[config.mk]
export PLATFORM = sky130hd
export DESIGN_NAME = lgpe_ctrl
export DESIGN_NICKNAME = d
export VERILOG_FILES = /design/src/hw/rtl/lgpe_pkg.sv /design/src/hw/rtl/lgpe_ctrl.sv
export SDC_FILE = /design/constraint.sdc
export NUM_CORES = 1
export LEC_CHECK = 0
export BUFFER_PORTS_ARGS = -buffer_cell sky130_fd_sc_hd__buf_2
export CORE_MARGIN = 5
export CORE_UTILIZATION = 40
export CTS_CLUSTER_DIAMETER = 80
export DETAILED_ROUTE_END_ITERATION = 7
export PLACE_DENSITY_LB_ADDON = 0.25
export SLEW_MARGIN = 20
export SYNTH_ARGS = -nofsm -noshare
export SYNTH_HDL_FRONTEND = slang
export SYNTH_SLANG_ARGS = --single-unit
[constraint.sdc]
create_clock -name clk -period 2.7 [get_ports clk]
set_clock_uncertainty 0.2 [all_clocks]
set_input_delay 0.135 -clock clk [delete_from_list [all_inputs] [get_ports clk]]
set_output_delay 0.135 -clock clk [all_outputs]
set_load 0.005 [all_outputs]
[src/hw/rtl/lgpe_pkg.sv]
package lgpe_pkg;

    // Default grid size
    localparam int LGPE_MAX_COLS = 64;
    localparam int LGPE_MAX_ROWS = 64;

    // Field widths
    localparam int REQ_W      = 2;
    localparam int CMD_W      = 8;
    localparam int ROW_IDX_W  = 6;
    localparam int ROW_BITS_W = 64;
    localparam int DIM_W      = 7;
    localparam int GEN_W      = 16;
    localparam int CFG_IDX_W  = 2;
    localparam int CFG_DATA_W = 16;

    // Request types
    localparam logic [REQ_W-1:0] REQ_CMD  = 2'd0;
    localparam logic [REQ_W-1:0] REQ_RUN  = 2'd1;
    localparam logic [REQ_W-1:0] REQ_READ = 2'd2;

    // Result kinds
    localparam logic RES_DONE = 1'b0;
    localparam logic RES_ROW  = 1'b1;

    // Configuration register indexes
    localparam logic [CFG_IDX_W-1:0] CFG_WIDTH  = 2'd0;
    localparam logic [CFG_IDX_W-1:0] CFG_HEIGHT = 2'd1;
    localparam logic [CFG_IDX_W-1:0] CFG_GENS   = 2'd2;

    // Configuration reset values
    localparam logic [DIM_W-1:0] WIDTH_RST  = 7'd64;
    localparam logic [DIM_W-1:0] HEIGHT_RST = 7'd64;
    localparam logic [GEN_W-1:0] GENS_RST   = 16'd0;

    // Drawing command characters
    localparam logic [CMD_W-1:0] CH_UP    = 8'h77; // 'w'
    localparam logic [CMD_W-1:0] CH_DOWN  = 8'h73; // 's'
    localparam logic [CMD_W-1:0] CH_LEFT  = 8'h61; // 'a'
    localparam logic [CMD_W-1:0] CH_RIGHT = 8'h64; // 'd'
    localparam logic [CMD_W-1:0] CH_PEN   = 8'h78; // 'x'

    // Controller to datapath commands
    typedef struct packed {
        logic cmd_apply;
        logic run_start;
        logic life_start;
        logic rd_start;
        logic load_row;
        logic load_done;
    } lgpe_cmd_t;

    // Datapath to controller status
    typedef struct packed {
        logic             pass_done;
        logic [GEN_W-1:0] gen_count;
    } lgpe_stat_t;

endpackage

[src/hw/rtl/lgpe_ctrl.sv]
module lgpe_ctrl
    import lgpe_pkg::*;
(
    input  logic             clk,
    input  logic             rst_n,
    input  logic             in_valid,
    output logic             in_ready,
    input  logic [REQ_W-1:0] req_type,
    output logic             out_valid,
    input  logic             out_ready,
    output lgpe_cmd_t        cmd,
    input  lgpe_stat_t       st
);

    typedef enum logic [1:0] {
        ST_IDLE,
        ST_RD_WAIT,
        ST_PASS
    } state_t;

    state_t           state_reg;
    state_t           state_next;
    logic [GEN_W-1:0] gen_left_reg;
    logic [GEN_W-1:0] gen_left_next;
    logic             out_valid_reg;
    logic             out_valid_next;

    always_comb
    begin
        state_next     = state_reg;
        gen_left_next  = gen_left_reg;
        out_valid_next = out_valid_reg && !out_ready;
        cmd            = '0;
        in_ready       = 1'b0;
        unique case (state_reg)
            ST_IDLE:
            begin
                in_ready = !out_valid_reg || out_ready;
                if (in_valid && in_ready)
                begin
                    unique case (req_type)
                        REQ_CMD:
                        begin
                            cmd.cmd_apply = 1'b1;
                        end
                        REQ_RUN:
                        begin
                            cmd.run_start = 1'b1;
                            gen_left_next = st.gen_count;
                            state_next    = ST_PASS;
                        end
                        REQ_READ:
                        begin
                            cmd.rd_start = 1'b1;
                            state_next   = ST_RD_WAIT;
                        end
                        default:
                        begin
                        end
                    endcase
                end
            end
            ST_RD_WAIT:
            begin
                cmd.load_row   = 1'b1;
                out_valid_next = 1'b1;
                state_next     = ST_IDLE;
            end
            ST_PASS:
            begin
                if (st.pass_done)
                begin
                    if (gen_left_reg == '0)
                    begin
                        cmd.load_done  = 1'b1;
                        out_valid_next = 1'b1;
                        state_next     = ST_IDLE;
                    end
                    else
                    begin
                        // chain the next generation straight on
                        gen_left_next  = gen_left_reg - GEN_W'(1);
                        cmd.life_start = 1'b1;
                    end
                end
            end
            default:
            begin
                state_next = ST_IDLE;
            end
        endcase
    end

    always_ff @(posedge clk or negedge rst_n)
    begin
        if (!rst_n)
        begin
            state_reg     <= ST_IDLE;
            gen_left_reg  <= '0;
            out_valid_reg <= 1'b0;
        end
        else
        begin
            state_reg     <= state_next;
            gen_left_reg  <= gen_left_next;
            out_valid_reg <= out_valid_next;
        end
    end

    assign out_valid = out_valid_reg;

    a_done_in_pass: assert property (@(posedge clk) disable iff (!rst_n)
        st.pass_done |-> (state_reg == ST_PASS))
        else $error("pass finished outside a run");

    a_result_source: assert property (@(posedge clk) disable iff (!rst_n)
        $rose(out_valid) |-> ($past(state_reg) == ST_RD_WAIT) || ($past(state_reg) == ST_PASS))
        else $error("result raised without a read or run");

    a_read_latency: assert property (@(posedge clk) disable iff (!rst_n)
        (in_valid && in_ready && req_type == REQ_READ) |=> ##1 out_valid)
        else $error("row read did not produce a result");

endmodule

### Word-level counts from Yosys, hierarchy flattened

Cells that the tools add are included.

| word-level totals | value |
|---|---|
| memories | 0 |
| memory bits (writable) | 0 |
| flip-flop bits (word level) | 19 |
| memory bits (read-only) | 0 |
| output and inout bits | 8 |
| bits in latches | 0 |
| input port bits | 23 |

| operators by class | value |
|---|---|
| add/sub/neg operators | 1 |
| div/mod/pow operators | 0 |
| reductions and logical operators | 11 |
| multiplexer cells | 28 |
| shifts and indexed selects | 0 |
| $lt $le $gt $ge | 0 |
| multipliers | 0 |
| bitwise logic cells | 0 |
| eq/ne operators | 10 |

Operators by type and width:

| cell | count |
|---|---|
| two-way mux 16 bit | 4 |
| case mux 16 bit (2 select lines) | 1 |
| zero test 16 bit | 1 |
| subtractor 16 x 1 -> 16 bit (second input constant) | 1 |
| two-way mux 1 bit | 15 |
| two-way mux 2 bit | 5 |
| inequality test 2 bit (second input constant) | 4 |
| case mux 2 bit (2 select lines) | 2 |
| AND reduction 5 bit | 1 |
| == test 2 x 1 -> 1 bit (second input constant) | 2 |
| == test 2 bit (second input constant) | 2 |
| zero test 2 bit | 2 |
| AND reduction 4 bit | 1 |
| inequality test 3 x 1 -> 1 bit (second input constant) | 1 |
| logical AND 1 bit | 2 |
| zero test 1 bit | 2 |
| inequality test 2 x 1 -> 1 bit (second input constant) | 1 |
| case mux 1 bit (2 select lines) | 1 |
| nonzero test 2 bit | 1 |
| logical OR 1 bit | 1 |

### Depth between registers and ports, before layout

Gate-level depths: netlist of run 1.

| depth | value |
|---|---|
| depth in word-level cells | 5 |
| mapped depth | 9 |
| gate-level depth less buffers | 7 |

### Worst setup path after synthesis of run 1

Ideal clock, no wire load.

| path | value |
|---|---|
| path type | register to register |
| from | register gen_left_reg[0] |
| to | register gen_left_reg[2] |
| arrival | 2.120 ns |
| library setup time | 0.138 ns |
| setup slack | 0.242 ns |
| data required time | 2.362 ns |
| stages on the path, launching flop included | 9 |
| path buffers | 1 |
| period minus slack after synthesis | 2.458 ns |
| cells stage by stage | dfrtp_1 inv_1 ha_1 or4b_1 or4_4 buf_6 a21oi_1 nor2_1 a2bb2oi_1 |

| between the ends | value |
|---|---|
| word-level cells in the longest chain between the ends | 4 |
| elaborated cells between the ends (all ways) | 7 |
| classes of those cells | add/sub: 1; eq/ne: 1; mux: 3; reduce/logical: 2 |

RTL lines:

| what | RTL line | source |
|---|---|---|
| start: declaration | lgpe_ctrl.sv:23 | `logic [GEN_W-1:0] gen_left_reg;` |
| start signal: assignment | lgpe_ctrl.sv:105 | `gen_left_reg <= gen_left_next;` |
| subtractor 16 x 1 -> 16 bit | lgpe_ctrl.sv:82 | `gen_left_next = gen_left_reg - GEN_W'(1);` |
| two-way mux 16 bit | lgpe_ctrl.sv:73 | `if (gen_left_reg == '0)` |
| two-way mux 16 bit | lgpe_ctrl.sv:71 | `if (st.pass_done)` |
| case mux 16 bit (2 select lines) | lgpe_ctrl.sv:35 | `unique case (state_reg)` |

Several ways; a longest one is shown, not always the timed one. The select of a mux whose other input is x is not followed.
A chain may end at the register's enable or synchronous reset.

==> results of run 1 <==
-- cell type report --
cell class,instances,area share (%)
Clock buffer,4,1.427
Inverter,8,1.630
Multi-Input combinational cell,133,47.49
Sequential cell,19,25.82
Tap cell,46,3.125
Timing Repair Buffer,55,20.52
-- stage by stage --
stage / power [mW] / hold slack [ps] / setup TNS, ps / instance area (sq um) / util (%)
5_1_grt: 2.033 / 10.52 / -20.36 / 1842 / 54.34
4_1_cts: 1.847 / 19.64 / 0 / 1828 / 53.93
3_5_place_dp: 1.676 / -84.89 / 0 / 1642 / 48.43
2_1_floorplan: 1.339 / -360.6 / 0 / 1419 / -
3_3_place_gp: 1.632 / -91.28 / 0 / 1642 / 48.43
6_report: 1.865 / 22.31 / 0 / 1842 / 54.34
-- cell families (layout without fill, tap and decap cells) --
kind of cell    after synthesis  in the layout
flops                        19             19
compound gates               56             56
buf+inv                      16             67
fa+ha+maj                     7              7
simple gates                 68             68
mux                           2              2
-- cell usage in the layout, fill, tap and decap left out, types with 7 or more instances in the layout --
master and count:
nor2_1 10, dlygate4sd3_1 16, o21ai_0 10, nand2_1 12, ha_1 7, buf_2 30, and3_1 7, buf_4 9
a21oi_1 15, dfrtp_1 19
-- cells in the mapped netlist (all sizes together), types with 3 or more instances --
cell	number
nand3	3
or4	3
and3	7
ha	7
a21oi	15
or3	3
o22ai	5
inv	7
nor3	6
nand2	13
clkbuf	6
nor4	6
dfrtp	19
nor2	11
nor2b	5
a2bb2oi	7
o21ai	12
a22oi	3
a31oi	3
-- layer usage --
metal  wire length, microns  track usage, %  vias to the layer above
met5                      0               0                        -
met4                     36           4.555                        0
met3                    265           4.638                        4
met2                   2126           30.30                       57
met1                   1792           22.16                      732
li1                       -               -                      741
-- power by group through the flow --
stage	registers, mW	logic [mW]	clock network (mW)
3_5_place_dp	0.557	1.12	0
4_1_cts	0.554	1.14	0.152
2_1_floorplan	0.519	0.820	0
3_3_place_gp	0.551	1.08	0
6_report	0.564	1.15	0.150
5_1_grt	0.583	1.29	0.165
-- critical path, delay by kind of cell (launching register included) --
kind	cells	cell delay, ps
adder cells (fa/ha/maj)	1	160
buffers and inverters	2	220
flip-flops	1	420
AND/OR/NAND/NOR	3	1210
-- final timing paths --
path | startpoint | to | slack, ps
max | gen_left_reg[1] | cmd[0] | 60
min | st[16] | gen_left_reg[13] | 20
max reg2reg | gen_left_reg[1] | gen_left_reg[2] | 140
min reg2reg | gen_left_reg[13] | gen_left_reg[13] | 360
max in group asynchronous | rst_n | out_valid | 1880
min in group asynchronous | rst_n | gen_left_reg[14] | 100
-- repair_timing --
item,4_1_cts,5_1_grt
gates resized for setup,0,4
hold buffers,16,0
setup endpoints to repair,0,1
buffers inserted,0,1
hold endpoints to repair,34,0
==> impl_metrics.yaml, run 1 <==
grt:
  grt_usage_pct: 17.78
  grt_pass1_vias: 1571
  grt_remaining_overflow: 0
  grt_start_max_net_pins: 20
  antenna_found_initial: 0
  grt_pass1_wl_microns: 7141
timing:
  fin_ws_ps: 57.74
  min_period_ps: 2642
  max_freq_mhz: 378.5
  setup_viol: 0
  worst_pin_slew_ps: 610.4
  slew_headroom_pct: 58.87
  finalCritPeriodShare_pct: 97.86
  slew_violations: 0
  hold_viol_final: 0
synth:
  ys_async_sr_fraction_pct: 100.0
  synthAdderAreaFrac_pct: 6.173
  synth_area_leaders: "dfrtp_1 (34%), ha_1 (6.2%), a21oi_1 (5.3%)"
  yosys.area.top_type: "dfrtp_1"
  synth_simple_gate_area_share_pct: 27.25
  synth_area_sq_um: 1419
  yosys_warnings: 0
  synth_edf_count: 0
  muxShareOfSynthArea_pct: 1.411
  synth_fp_nets: 198
  synth_top_cell_area_share_pct: 33.51
  ys.flop_type: "dfrtp_1"
  avgSynthCellArea_sq_um: 8.446
  ys_types: 44
  synth-xor-area-share_pct: 0
  yosysSeqAreaShare_pct: 33.51
  synth_top_family_by_area: "simple AND/OR/NAND/NOR gates"
  ys_ff_latch: 19
  syn-instance-count: 168
  synth_compound_area_share_pct: 26.37
setup_path:
  end_kind: "output pin"
  r2r_cells: 8
  criticalPathCategory: "flip-flop to output pin"
  crit_chain: "inv_2, ha_1, or4b_4, or4_4, nor2_2, buf_2"
  crit_path_max_fanout: 7
  arrival_ps: 2310
  max_stage_delay_ps: 590
  cp_slowest_cell: "or4_4"
  required_ps: 2370
  cp-start-kind: "flip-flop"
placement:
  dp_cells: 244
  hpwlAfterDp_microns: 3028
  gp_congestion: 0.8845
  port_buffers: 30
  place_ws_ps: 189.1
final_layout:
  final_nets: 250
  n_antenna_cell: 0
  ff_latch_area_sq_um: 475.5
  fin_cells: 265
  drive_gt1_share_pct: 23.74
  areaGrowthSynthToFinish_pct: 29.81
  num-fill-cells: 325
  largest_reg_flops: 16
  multiInputGateArea_sq_um: 874.6
outcome:
  status: "finished, final reports clean"
hold_path:
  min_path_type: "input port to flip-flop"
  hold_depth: 3
power:
  pwr-share-clk_pct: 8.0
  power_frac_comb_pct: 61.7
  powerDensity_nw_per_um2: 1012
  power_switching_mw: 0.9090
  p_sw_share_pct: 48.75
  seq_power_share_pct: 30.2
  p_leak_nw: 0.8320
  internal_power_mw: 0.9556
  ir_worst_vdd_mv: 0.5402
floorplanning:
  rows: 21
  die-width_microns: 69.56
  fp.coreArea_sq_um: 3390
  die_y_microns: 69.56
  initial_core_util_pct: 41.86
  die_area_sq_um: 4838
  ios: 31
detailed_routing:
  drc_errors: 0
  wl_per_cell_microns: 15.92
  num_vias: 1534
  routed_wl_microns: 4220
  vias_per_cell: 5.789
  first_pass_iters: 4
  ant_nets: 0
  drtIter0Drc: 143
clock_network:
  cts.sinks: 19
  h-tree-depth: 1
  cts_buffer_depth: 2
  cts_root_buf: "clkbuf_4"
  cts_tree: "done"
  clkTransAtPathRegs_ps: 120
  cts_buffers: 3
  insertion_delay_ps: 300
job:
  maxCapViolations: 0
(Power assumes the default switching activity.)
==> run 2: changes to the inputs <==
Settings changed: CORE_ASPECT_RATIO from default to 0.7.
Clock period 2.7 ns to 3.15 ns, I/O delays scaled along.
==> impl_metrics.yaml, run 2 (synthesis gave the netlist of run 1 again) <==
detailed_routing:
  routed_wl_microns: 3935
  vias_per_cell: 5.722
  drtIter0Drc: 136
  first_pass_iters: 4
  num_vias: 1442
  ant_nets: 0
  wl_per_cell_microns: 15.62
  drc_errors: 0
hold_path:
  min_to: "gen_left_reg[4]"
  min_from: "st[4]"
  hold_depth: 3
  min_path_type: "input port to flip-flop"
floorplanning:
  die_area_sq_um: 4857
  initial_core_util_pct: 40.91
  die-width_microns: 81.19
  rows: 18
  die_y_microns: 59.83
  ios: 31
  fp.coreArea_sq_um: 3468
setup_path:
  worstReg2RegStart: "gen_left_reg[0]"
  criticalPathCategory: "flip-flop to output pin"
  cp-start-kind: "flip-flop"
  critical_path.startpoint: "gen_left_reg[0]"
  required_ps: 2790
  end_kind: "output pin"
  arrival_ps: 2460
  r2r_cells: 6
  reg2reg_slack_ps: 510
  crit_path_max_fanout: 8
  r2r_end: "gen_left_reg[14]"
timing:
  setup_viol: 0
  worst_pin_slew_ps: 589.0
  min_period_ps: 2813
  timing.setup.tns_ps: 0
  hold_viol_final: 0
  slew_violations: 0
  rsz0062_at_grt: "false"
  finalCritPeriodShare_pct: 89.30
  slew_headroom_pct: 59.72
  holdWs_ps: 12.46
  max_freq_mhz: 355.5
placement:
  hpwlAfterDp_microns: 3004
  port_buffers: 30
  dp_cells: 243
  gp_congestion: 0.8745
grt:
  grt_pass1_wl_microns: 6465
  grt_remaining_overflow: 0
  grt_usage_pct: 17.24
  antenna_found_initial: 0
  grt_pass1_vias: 1382
  grt_start_max_net_pins: 27
outcome:
  status: "finished, final reports clean"
clock_network:
  cts.sinks: 19
  insertion_delay_ps: 250
  clkTransAtPathRegs_ps: 70
  h-tree-depth: 1
  post-cts-setup-buffers: 0
  cts_tree: "done"
  cts_buffer_depth: 2
  cts_root_buf: "clkbuf_8"
  cts_buffers: 3
power:
  p_leak_nw: 0.7664
  powerDensity_nw_per_um2: 916.3
  ir_worst_vdd_mv: 0.5031
final_layout:
  fin_cells: 252
  ff_latch_area_sq_um: 475.5
  areaGrowthSynthToFinish_pct: 20.11
  final_cell_mix: "buf_2 (30), dfrtp_1 (19), a21oi_1 (15)"
  drive_gt1_share_pct: 20.79
  final_nets: 233
  layout_commonest_cell: "buf_2"
  largest_reg_flops: 16
  num-fill-cells: 343
  n_antenna_cell: 0
  multiInputGateArea_sq_um: 868.3
job:
  maxCapViolations: 0
[run 2: worst max path at each step]
| stage | end | depth (start not counted) |
|---|---|---|
| final | cmd[0] | 6 |
| after global routing | cmd[0] | 6 |
| after floorplan | gen_left_reg[2] | 8 |
| after global placement | gen_left_reg[2] | 7 |
| after detailed placement | gen_left_reg[5] | 7 |
| after CTS | cmd[0] | 6 |
[run 2: report_power, final]
group | internal [mW] | switching (mW)
Clock | 0.0899 | 0.0804
Sequential | 0.357 | 0.121
Combinational | 0.367 | 0.546
Total | 0.814 | 0.748
[run 2: critical path, cell delays in order (launching register included)]
cell     delay, ps
dfrtp_1        390
inv_1          140
ha_1           290
or4b_1         510
or4_4          580
nor2_1         160
buf_2          130
[run 2: metal layers]
| layer | part of all wire (%) | GRT usage [%] |
|---|---|---|
| met5 | 0 | 0 |
| met4 | 0.33 | 3.133 |
| met3 | 8.7 | 4.518 |
| met2 | 45 | 26.55 |
| met1 | 45 | 24.56 |
[run 2: final cells by class]
type                       instances  area share (%)
multi-input combinational        133           50.95
sequential                        19           27.90
timing repair buffer              38           13.07
clock buffer                       4           2.643
inverter                           8           1.762
tap                               50           3.671
[run 2: metrics by stage]
stage	area (sq um)	utilization [%]	total power [mW]	setup slack, ps
floorplan	1419	-	1.148	691.7
global placement	1609	46.39	1.347	616.4
detailed placement	1609	46.39	1.378	554.7
CTS	1704	49.13	1.558	374.6
global route	1704	49.13	1.700	236.6
finish	1704	49.13	1.562	336.9
[run 2: what timing repair did]
action	4_1_cts	5_1_grt
hold buffers	5	0
hold endpoints to repair	23	0
gates resized for setup	0	0
setup endpoints to repair	0	0
